File: src/rtl/sxpe_pkg.sv
`default_nettype none

package sxpe_pkg;

    localparam int CELL_BITS  = 128;
    localparam int HALF_BITS  = 64;
    localparam int CHUNK_W    = 4;
    localparam int CELL_IDX_W = 11;
    localparam int SHIFT_W    = 7;
    localparam int ENABLE_W   = 4;
    localparam int CFG_IDX_W  = 2;
    localparam int CFG_DATA_W = 16;

    localparam logic ACT_ACCUM = 1'b0;
    localparam logic ACT_READ  = 1'b1;

    localparam logic [CFG_IDX_W-1:0] CFG_DATA_CHUNKS   = 2'd0;
    localparam logic [CFG_IDX_W-1:0] CFG_PARITY_CHUNKS = 2'd1;
    localparam logic [CFG_IDX_W-1:0] CFG_PARITY_ENABLE = 2'd2;
    localparam logic [CFG_IDX_W-1:0] CFG_CELL_COUNT    = 2'd3;

    localparam logic [4:0]  RST_DATA_CHUNKS   = 5'd4;
    localparam logic [2:0]  RST_PARITY_CHUNKS = 3'd2;
    localparam logic [3:0]  RST_PARITY_ENABLE = 4'd15;
    localparam logic [10:0] RST_CELL_COUNT    = 11'd1024;

    typedef struct packed {
        logic                  action;
        logic [CHUNK_W-1:0]    chunk_index;
        logic [CELL_IDX_W-1:0] cell_index;
        logic [HALF_BITS-1:0]  cell_lo;
        logic [HALF_BITS-1:0]  cell_hi;
    } req_t;

    typedef struct packed {
        logic [HALF_BITS-1:0] parity_lo;
        logic [HALF_BITS-1:0] parity_hi;
        logic                 out_of_range;
    } rsp_t;

    typedef struct packed {
        logic [SHIFT_W-1:0] shift;
        logic [SHIFT_W-1:0] row_max;
    } shift_info_t;

    typedef enum logic [1:0] {
        ST_CLEAR,
        ST_IDLE,
        ST_ACCESS,
        ST_WRITE
    } state_t;

endpackage

`default_nettype wire

File: src/rtl/sxpe_shift.sv
`default_nettype none

module sxpe_shift (
    input  wire logic [4:0]                   k,
    input  wire logic [2:0]                   m,
    input  wire logic [2:0]                   p,
    input  wire logic [sxpe_pkg::CHUNK_W-1:0] d,
    output sxpe_pkg::shift_info_t             info
);

    logic [3:0] m_plus;
    logic [2:0] half;
    logic [2:0] q;
    logic [2:0] factor;
    logic [4:0] mult;
    logic [4:0] k_less;
    logic [7:0] shift_full;
    logic [7:0] row_full;

    // The rule is only meaningful for p < m and d < k; the caller gates the rest.
    always_comb
    begin
        m_plus = 4'(m) + 4'd1;
        half   = m_plus[3:1];
        q      = m - 3'd1 - p;
        k_less = k - 5'd1;
        if (q < half)
        begin
            factor = half - 3'd1 - q;
            mult   = k_less - 5'(d);
        end
        else
        begin
            factor = q - half + 3'd1;
            mult   = 5'(d);
        end
        // Largest shift of the row: d = 0 for the descending side, d = k-1 otherwise.
        shift_full   = 8'(factor) * 8'(mult);
        row_full     = 8'(factor) * 8'(k_less);
        info.shift   = shift_full[sxpe_pkg::SHIFT_W-1:0];
        info.row_max = row_full[sxpe_pkg::SHIFT_W-1:0];
    end

endmodule

`default_nettype wire

File: config.mk
export PLATFORM = sky130hd
export DESIGN_NAME = sxpe_shift
export DESIGN_NICKNAME = d
export VERILOG_FILES = /design/src/rtl/sxpe_pkg.sv /design/src/rtl/sxpe_shift.sv
export SDC_FILE = /design/constraint.sdc
export NUM_CORES = 1
export LEC_CHECK = 0
export BUFFER_PORTS_ARGS = -buffer_cell sky130_fd_sc_hd__buf_2
export CAP_MARGIN = 10
export CORE_MARGIN = 4
export CORE_UTILIZATION = 35
export DETAILED_ROUTE_END_ITERATION = 6
export PLACE_DENSITY = 0.54
export SLEW_MARGIN = 40
export SYNTH_ARGS = -nofsm -noshare
export SYNTH_HDL_FRONTEND = slang
export SYNTH_SLANG_ARGS = --single-unit
File: constraint.sdc
create_clock -name vclk -period 11.7
set_input_delay 2.34 -clock vclk [all_inputs]
set_output_delay 2.34 -clock vclk [all_outputs]
set_load 0.01 [all_outputs]
==> results of run 1 <==
==> worst max path at each step <==
stage | startpoint | endpoint | slack (ns) | cells after the start
after floorplan | p[0] | info[6] | 3.24 | 19
after global placement | p[0] | info[6] | 2.65 | 20
after detailed placement | p[0] | info[6] | 2.48 | 20
after CTS | p[0] | info[6] | 2.47 | 20
after global routing | p[0] | info[6] | 2.13 | 20
final | p[0] | info[6] | 2.52 | 20
==> power groups by stage <==
stage	logic (mW)	registers (mW)	clock network (mW)
after detailed placement	0.265	0	0
after floorplan	0.198	0	0
after global placement	0.261	0	0
after global routing	0.299	0	0
final	0.261	0	0
after CTS	0.266	0	0
==> synthesized netlist by cell type <==
cell type  count
xor2_1         5
nor3b_2        1
xnor2_1       13
a31oi_1        2
inv_1         26
nand2_1        7
and2_1         4
nand3_1        5
a21oi_2        1
xnor2_2        1
a21boi_1       2
nor3_1         5
nor2b_1        5
mux2_4         1
nor3b_1        2
buf_4          1
nand3b_1       1
o32a_1         1
nand2b_1       5
nor2_1        13
fa_1          11
o32ai_1        1
mux2_2         1
a21o_1         4
a21boi_0       1
o21ai_0        6
nor2_2         1
ha_1          26
buf_6          1
a21oi_1        6
==> through the flow <==
step                hold WS, ns  worst slack [ns]  cell area (um2)  std cells
global placement           5.00              2.65             1450        232
global route               5.04              2.13             1450        232
CTS                        5.01              2.47             1450        232
floorplan                  4.73              3.24             1270        159
finish                     5.00              2.52             1450        232
detailed placement         5.01              2.48             1450        232
==> metal layers <==
| metal | wire, um | part of all wire | track usage | up-vias |
|---|---|---|---|---|
| li1 | - | - | - | 574 |
| met1 | 1160 | 0.46 | 0.144 | 505 |
| met2 | 1250 | 0.49 | 0.221 | 22 |
| met3 | 111 | 0.044 | 0 | 2 |
| met4 | 8 | 0.0032 | 0.00496 | 0 |
| met5 | 0 | 0 | 0 | - |
==> area by class of cell <==
class,count,area (um2)
fillers,364,1960
multi-input cells,131,1150
repair buffers,29,145
inverters,26,97.6
well taps,46,57.6
==> cell families after synthesis <==
group	synth area share
adders and majority gates	0.430
AOI/OAI and AO/OA	0.120
buffers and inverters	0.0917
and+or+nand+nor	0.200
xor gates and xnor gates	0.137
muxes	0.0207
==> critical path: stages <==
cell      delay [ns]
buf_2           0.09
inv_1           0.04
ha_1            0.12
inv_1           0.04
fa_1            0.37
xnor2_1         0.21
xnor2_1         0.09
ha_1            0.37
a21oi_2         0.22
nand2_1         0.39
a21boi_1        0.48
nor2_1          0.11
fa_1            0.47
ha_1            0.24
fa_1            0.40
a21o_1          0.20
a21oi_1         0.18
xor2_1          0.19
xnor2_1         0.13
buf_2           0.15
==> summary.md, run 1 <==
| Metric | Value |
|---|---|
| Largest net degree at the start of global routing | `22` |
| Commonest non-fill, non-tap cell in the layout | `buf_2` |
| Seq pwr share | `0` |
| Antenna-violating nets left | `0` |
| Mapped cell area | `0.00127 mm2` |
| Via count | `1103` |
| GP Congestion | `0.829` |
| Crit path launch type | `primary input` |
| Grt total ovfl | `0` |
| Seq cells | `0` |
| Worst-margin pin slew | `0.599 ns` |
| YS warnings | `0` |
| CP max FO | `21` |
| Net switching power | `0.144 mW` |
| Area leader, netlist | `ha_1` |
| Initial Util | `0.371` |
| Core area | `0.00342 mm2` |
| Min-delay src | `k[0]` |
| Internal power | `0.117 mW` |
| Worst EP required | `9.36 ns` |
| GRT Resource Usage Total | `0.113` |
| Initial antenna violation count | `0` |
| DRT iter0 DRCs | `52` |
| Syn Nets | `211` |
| Die H | `68.2 um` |
| Register area share after synthesis | `0` |
| Top post-synthesis cells by area | `ha_1 (26%), fa_1 (17%), xnor2_1 (9.0%), inv_1 (7.7%), nor2_1 (3.8%)` |
| DR pass1 iterations | `4` |
| Synth cell types | `30` |
| Ant diodes | `0` |
| Highest-count cells in the layout ignoring fill and taps | `buf_2 (29), inv_1 (26), ha_1 (26)` |
| Number of max-cap violations | `0` |
| Vias in the first global route | `1091` |
| Worst Hold End | `info[0]` |
| Syn-to-layout area delta | `14.5%` |
| Final WL | `2530 um` |
| Final Critical Period | `9.18 ns` |
| Static leakage | `0.801 nW` |
| Slew Limit Fails | `0` |
| Post-CTS Repair Setup Buffers | `0` |
| Arr. time, crit path | `6.84 ns` |
| Layout clock buffer count | `0` |
| Hold path depth | `3` |
| Routed vias/inst | `4.75` |
| CP endpoint kind | `output pin` |
| Nets | `240` |
| Hold_buf cts | `0` |
| Max_slew headroom | `0.600` |
| IO Pins | `29` |
| Fin util | `0.425` |
| Final Power | `0.261 mW` |
| First-pass GRT wire length | `4300 um` |
| Pwr dens | `180 mW/mm2` |
| Status | `finished clean` |
| WS Path Type | `in2out` |
| Total die area | `0.00465 mm2` |
| FF+latch area | `0 um2` |
| Avg Cell Area, Syn | `7.98 um2` |
| Combinational Power Share | `1.000` |
| WL/cell | `10.9 um` |
| Post-CTS sizing | `0` |
| Final setup fails | `0` |
| Row count | `21` |
| Worst hold path type | `in2out` |
| Switching power share of the total | `0.552` |
| Setup_tns | `0 ns` |
| Clock power frac | `0` |
| Final hold violations | `0` |
| Drt drc | `0` |
| Max Freq | `109 MHz` |
| VDD IR max | `55.5 uV` |
| Cells after Synth | `159` |
| RSZ-0062 raised after global routing | `no` |
| Final Cycle Share | `0.785` |
| Layout cells sized above 1 | `0.188` |
| Die X | `68.2 um` |
| Port-buffer cells | `29` |
| Post-DP HPWL | `2280 um` |
| Top-area cell type share of the netlist area | `0.256` |
Power figures use the tool's default switching activity.
==> run 2: changes to the inputs <==
clock period = 9.2 ns   (was 11.7 ns; I/O delays follow)
==> summary.md, run 2 (synthesis gave the netlist of run 1 again) <==
| Metric | Value |
|---|---|
| Via count | `1130` |
| WS Path Type | `in2out` |
| GRT Resource Usage Total | `0.117` |
| GP Congestion | `0.829` |
| Final Critical Period | `8.19 ns` |
| Worst-margin pin slew | `0.598 ns` |
| Syn-to-layout area delta | `14.5%` |
| Hold_buf cts | `0` |
| FF+latch area | `0 um2` |
| Ant diodes | `0` |
| Largest net degree at the start of global routing | `22` |
| Final setup fails | `0` |
| First-pass GRT wire length | `4440 um` |
| Number of max-cap violations | `0` |
| DR pass1 iterations | `4` |
| Layout Cells excl Fill | `232` |
| Post-DP HPWL | `2290 um` |
| CP max FO | `21` |
| Fill cell count | `367` |
| Max Freq | `122 MHz` |
| Layout clock buffer count | `0` |
| Row count | `21` |
| Port-buffer cells | `29` |
| CP endpoint kind | `output pin` |
| Die H | `68.2 um` |
| Final WL | `2530 um` |
| Crit path launch type | `primary input` |
| Arr. time, crit path | `6.35 ns` |
| Setup_tns | `0 ns` |
| Worst EP required | `7.36 ns` |
| Max_slew headroom | `0.600` |
| DRT iter0 DRCs | `53` |
| Status | `finished clean` |
| Nets | `240` |
| RSZ-0062 raised after global routing | `no` |
| Vias in the first global route | `1114` |
| Final hold violations | `0` |
| Initial antenna violation count | `0` |
| Worst hold path type | `in2out` |
| Placed cell count | `232` |
| Core area | `0.00342 mm2` |
| Layout cells sized above 1 | `0.188` |
| Highest-count cells in the layout ignoring fill and taps | `buf_2 (29), inv_1 (26), ha_1 (26)` |
| Post-CTS sizing | `0` |
| Drt drc | `0` |
| Commonest non-fill, non-tap cell in the layout | `buf_2` |
| Slew Limit Fails | `0` |
| Grt total ovfl | `0` |
| IO Pins | `29` |
| Pwr dens | `228 mW/mm2` |
| Initial Util | `0.371` |
| Seq cells | `0` |
| VDD IR max | `77.3 uV` |
| WL/cell | `10.9 um` |
| Routed vias/inst | `4.87` |
| Total die area | `0.00465 mm2` |
| Post-CTS Repair Setup Buffers | `0` |
| Die X | `68.2 um` |
| Final Cycle Share | `0.890` |
| Static leakage | `0.801 nW` |
| Antenna-violating nets left | `0` |
[run 2: cell counts in the layout (fill, tap and decap cells not counted)]
No cell type changed its count.
[run 2: final cells by class]
type | count | area [um2] | area share
Inverter | 26 | 97.6 | 0.0672
Multi-Input combinational cell | 131 | 1150 | 0.793
Tap cell | 46 | 57.6 | 0.0396
Timing Repair Buffer | 29 | 145 | 0.0999
[run 2: layer usage]
metal	vias up	track usage	routed length [um]
met5	-	0	0
met3	2	0	109
li1	577	-	-
met4	0	0.00993	18
met1	524	0.157	1190
met2	27	0.219	1210
[run 2: path summary, 6_finish.rpt]
kind,startpoint,to,cells past startpoint
hold / removal,k[0],info[0],3
setup / recovery,p[0],info[6],20
[run 2: critical path: stages]
cell and delay [ns]:
buf_2 0.09, inv_1 0.04, ha_1 0.13, inv_1 0.04
fa_1 0.37, xnor2_1 0.21, xnor2_1 0.09, ha_1 0.38
nand3b_1 0.19, nand2_1 0.50, mux2_4 0.39, nand2b_1 0.18
fa_1 0.53, inv_1 0.06, fa_1 0.45, a21o_1 0.20
a21oi_1 0.18, xor2_1 0.19, xnor2_1 0.13, buf_2 0.14
[run 2: metrics by stage]
| stage | setup slack [ns] | power (mW) | instance area [um2] | utilization | hold WS, ns |
|---|---|---|---|---|---|
| after floorplan | 1.74 | 0.252 | 1270 | - | 3.73 |
| after global placement | 1.15 | 0.332 | 1450 | 0.425 | 4.00 |
| after detailed placement | 0.971 | 0.337 | 1450 | 0.425 | 4.01 |
| after CTS | 0.974 | 0.339 | 1450 | 0.425 | 4.01 |
| after global routing | 0.591 | 0.381 | 1450 | 0.425 | 4.04 |
| final | 1.01 | 0.332 | 1450 | 0.425 | 4.01 |
[run 2: report_power, final]
part	total, mW	internal [mW]	switching [mW]
clock	0	0	0
sequential	0	0	0
combinational	0.332	0.149	0.183
total	0.332	0.149	0.183
==> run 3: changes to the inputs <==
ABC_AREA = 1   (was unset)
CORE_ASPECT_RATIO = 1.25   (was unset)
==> summary.md, run 3 <==
| Metric | Value |
|---|---|
| Layout clock buffer count | `0` |
| Number of max-cap violations | `0` |
| Via count | `1173` |
| Worst hold path type | `in2out` |
| Vias in the first global route | `1199` |
| RSZ-0062 raised after global routing | `no` |
| Die H | `75.1 um` |
| Worst Hold End | `info[0]` |
| Max_slew headroom | `0.744` |
| Setup WS pre-CTS | `1.30 ns` |
| CP max FO | `9` |
| Fill cell count | `398` |
| Post-DP HPWL | `2320 um` |
| Largest net degree at the start of global routing | `10` |
| Internal power | `0.144 mW` |
| Crit path launch type | `primary input` |
| Multi-input logic area | `0.00108 mm2` |
| CP endpoint kind | `output pin` |
| Antenna-violating nets left | `0` |
| Nets | `271` |
| Final Cycle Share | `0.854` |
| Drt drc | `0` |
| Mapped cell area | `0.00126 mm2` |
| Seq pwr share | `0` |
| Syn-to-layout area delta | `15.4%` |
| Syn Nets | `240` |
| Max Freq | `127 MHz` |
| Initial antenna violation count | `0` |
| Core area | `0.00348 mm2` |
| Slew Limit Fails | `0` |
| VDD IR max | `150 uV` |
| Ant diodes | `0` |
| FF+latch area | `0 um2` |
| Status | `finished clean` |
| WS Path Type | `in2out` |
| Highest-count cells in the layout ignoring fill and taps | `inv_1 (44), nand2_1 (34), buf_2 (29)` |
| Pwr dens | `239 mW/mm2` |
| Post-synth top cells | `inv_1 (44), nand2_1 (34), ha_1 (26), nor2_1 (26), nand3_1 (12)` |
| Clock power frac | `0` |
| Port-buffer cells | `29` |
| Cells after Synth | `188` |
| DRT iter0 DRCs | `35` |
| Die X | `61.7 um` |
| Top post-synthesis cells by area | `ha_1 (26%), fa_1 (17%), inv_1 (13%), nand2_1 (10%), nor2_1 (7.7%)` |
| Hold path depth | `3` |
| GRT Resource Usage Total | `0.128` |
| Avg Cell Area, Syn | `6.70 um2` |
| DR pass1 iterations | `4` |
| IO Pins | `29` |
| GP Congestion | `0.810` |
| Arr. time, crit path | `6.02 ns` |
| Switching power share of the total | `0.587` |
| Min-delay src | `k[0]` |
| Initial Util | `0.362` |
| Seq cells | `0` |
| Routed vias/inst | `4.58` |
| Final setup fails | `0` |
| Worst EP required | `7.36 ns` |
| Grt total ovfl | `0` |
| Final hold violations | `0` |
| Top-count cell post-synth | `inv_1` |
| Post-CTS sizing | `0` |
| Top-area cell type share of the netlist area | `0.258` |
| Layout cells sized above 1 | `0.175` |
| Net switching power | `0.204 mW` |
| WHS | `4.01 ns` |
| Commonest non-fill, non-tap cell in the layout | `inv_1` |
| Worst-margin pin slew | `0.381 ns` |
| Setup WS post-layout | `1.34 ns` |
| WL/cell | `9.97 um` |
| Post-CTS Repair Setup Buffers | `0` |
| Static leakage | `0.912 nW` |
| Hold_buf cts | `0` |
| Total die area | `0.00463 mm2` |
| YS warnings | `0` |
| Area leader, netlist | `ha_1` |
| Setup_tns | `0 ns` |
| Combinational Power Share | `1.000` |
| Row count | `24` |
| Synth cell types | `20` |
| Final WL | `2550 um` |
| First-pass GRT wire length | `4750 um` |
| Fin util | `0.417` |
| Final Critical Period | `7.86 ns` |
| Register area share after synthesis | `0` |
## run 3: area by class of cell
cell class / count / area share
multi-input combinational: 142 / 0.746
inverter: 46 / 0.120
timing repair buffer: 29 / 0.0998
tap: 39 / 0.0336
## run 3: metrics by stage
step                      area [um2]  total power [mW]  std cells
after floorplan                 1260             0.258        188
after global placement          1450             0.355        256
after detailed placement        1450             0.355        256
after CTS                       1450             0.358        256
after global routing            1450             0.410        256
final                           1450             0.348        256
## run 3: critical path: stages
cell and delay [ns]:
buf_2 0.09, inv_1 0.04, ha_1 0.12, inv_1 0.05, fa_1 0.37, xnor2_1 0.21
xor2_1 0.16, inv_1 0.05, ha_1 0.41, nand3_2 0.13, nand2_4 0.14, inv_4 0.06
o21ai_0 0.31, nor2_1 0.12, fa_1 0.55, ha_1 0.16, inv_1 0.06, fa_1 0.40
inv_1 0.07, nand3_1 0.06, nand2_1 0.08, xor2_1 0.20, inv_1 0.06, nor2_1 0.10
nor2_1 0.04, buf_2 0.13
## run 3: cell families (layout without fill, tap and decap cells)
group	Yosys count	count (layout)	synth area share
and+or+nand+nor	79	79	0.275
xor gates and xnor gates	14	14	0.0973
adders and majority gates	37	37	0.433
buffers and inverters	46	75	0.139
AOI/OAI and AO/OA	12	12	0.0556
## run 3: layer usage
metal | track usage | wire length [um]
met1 | 0.150 | 1090
met2 | 0.257 | 1390
met3 | 0.00172 | 54
met4 | 0.0142 | 24
met5 | 0 | 0
## run 3: power by group through the flow
stage,Sequential [mW],Combinational (mW),Clock (mW)
floorplan,0,0.258,0
global placement,0,0.355,0
detailed placement,0,0.355,0
CTS,0,0.358,0
global route,0,0.410,0
finish,0,0.348,0
## run 3: worst max-delay path by stage
stage | cells after the start | slack [ns] | from | to
after floorplan | 23 | 1.83 | p[0] | info[13]
after global placement | 26 | 1.38 | p[0] | info[13]
after detailed placement | 26 | 1.30 | p[0] | info[13]
after CTS | 26 | 1.29 | p[0] | info[13]
after global routing | 26 | 0.94 | p[0] | info[13]
final | 26 | 1.34 | p[0] | info[13]
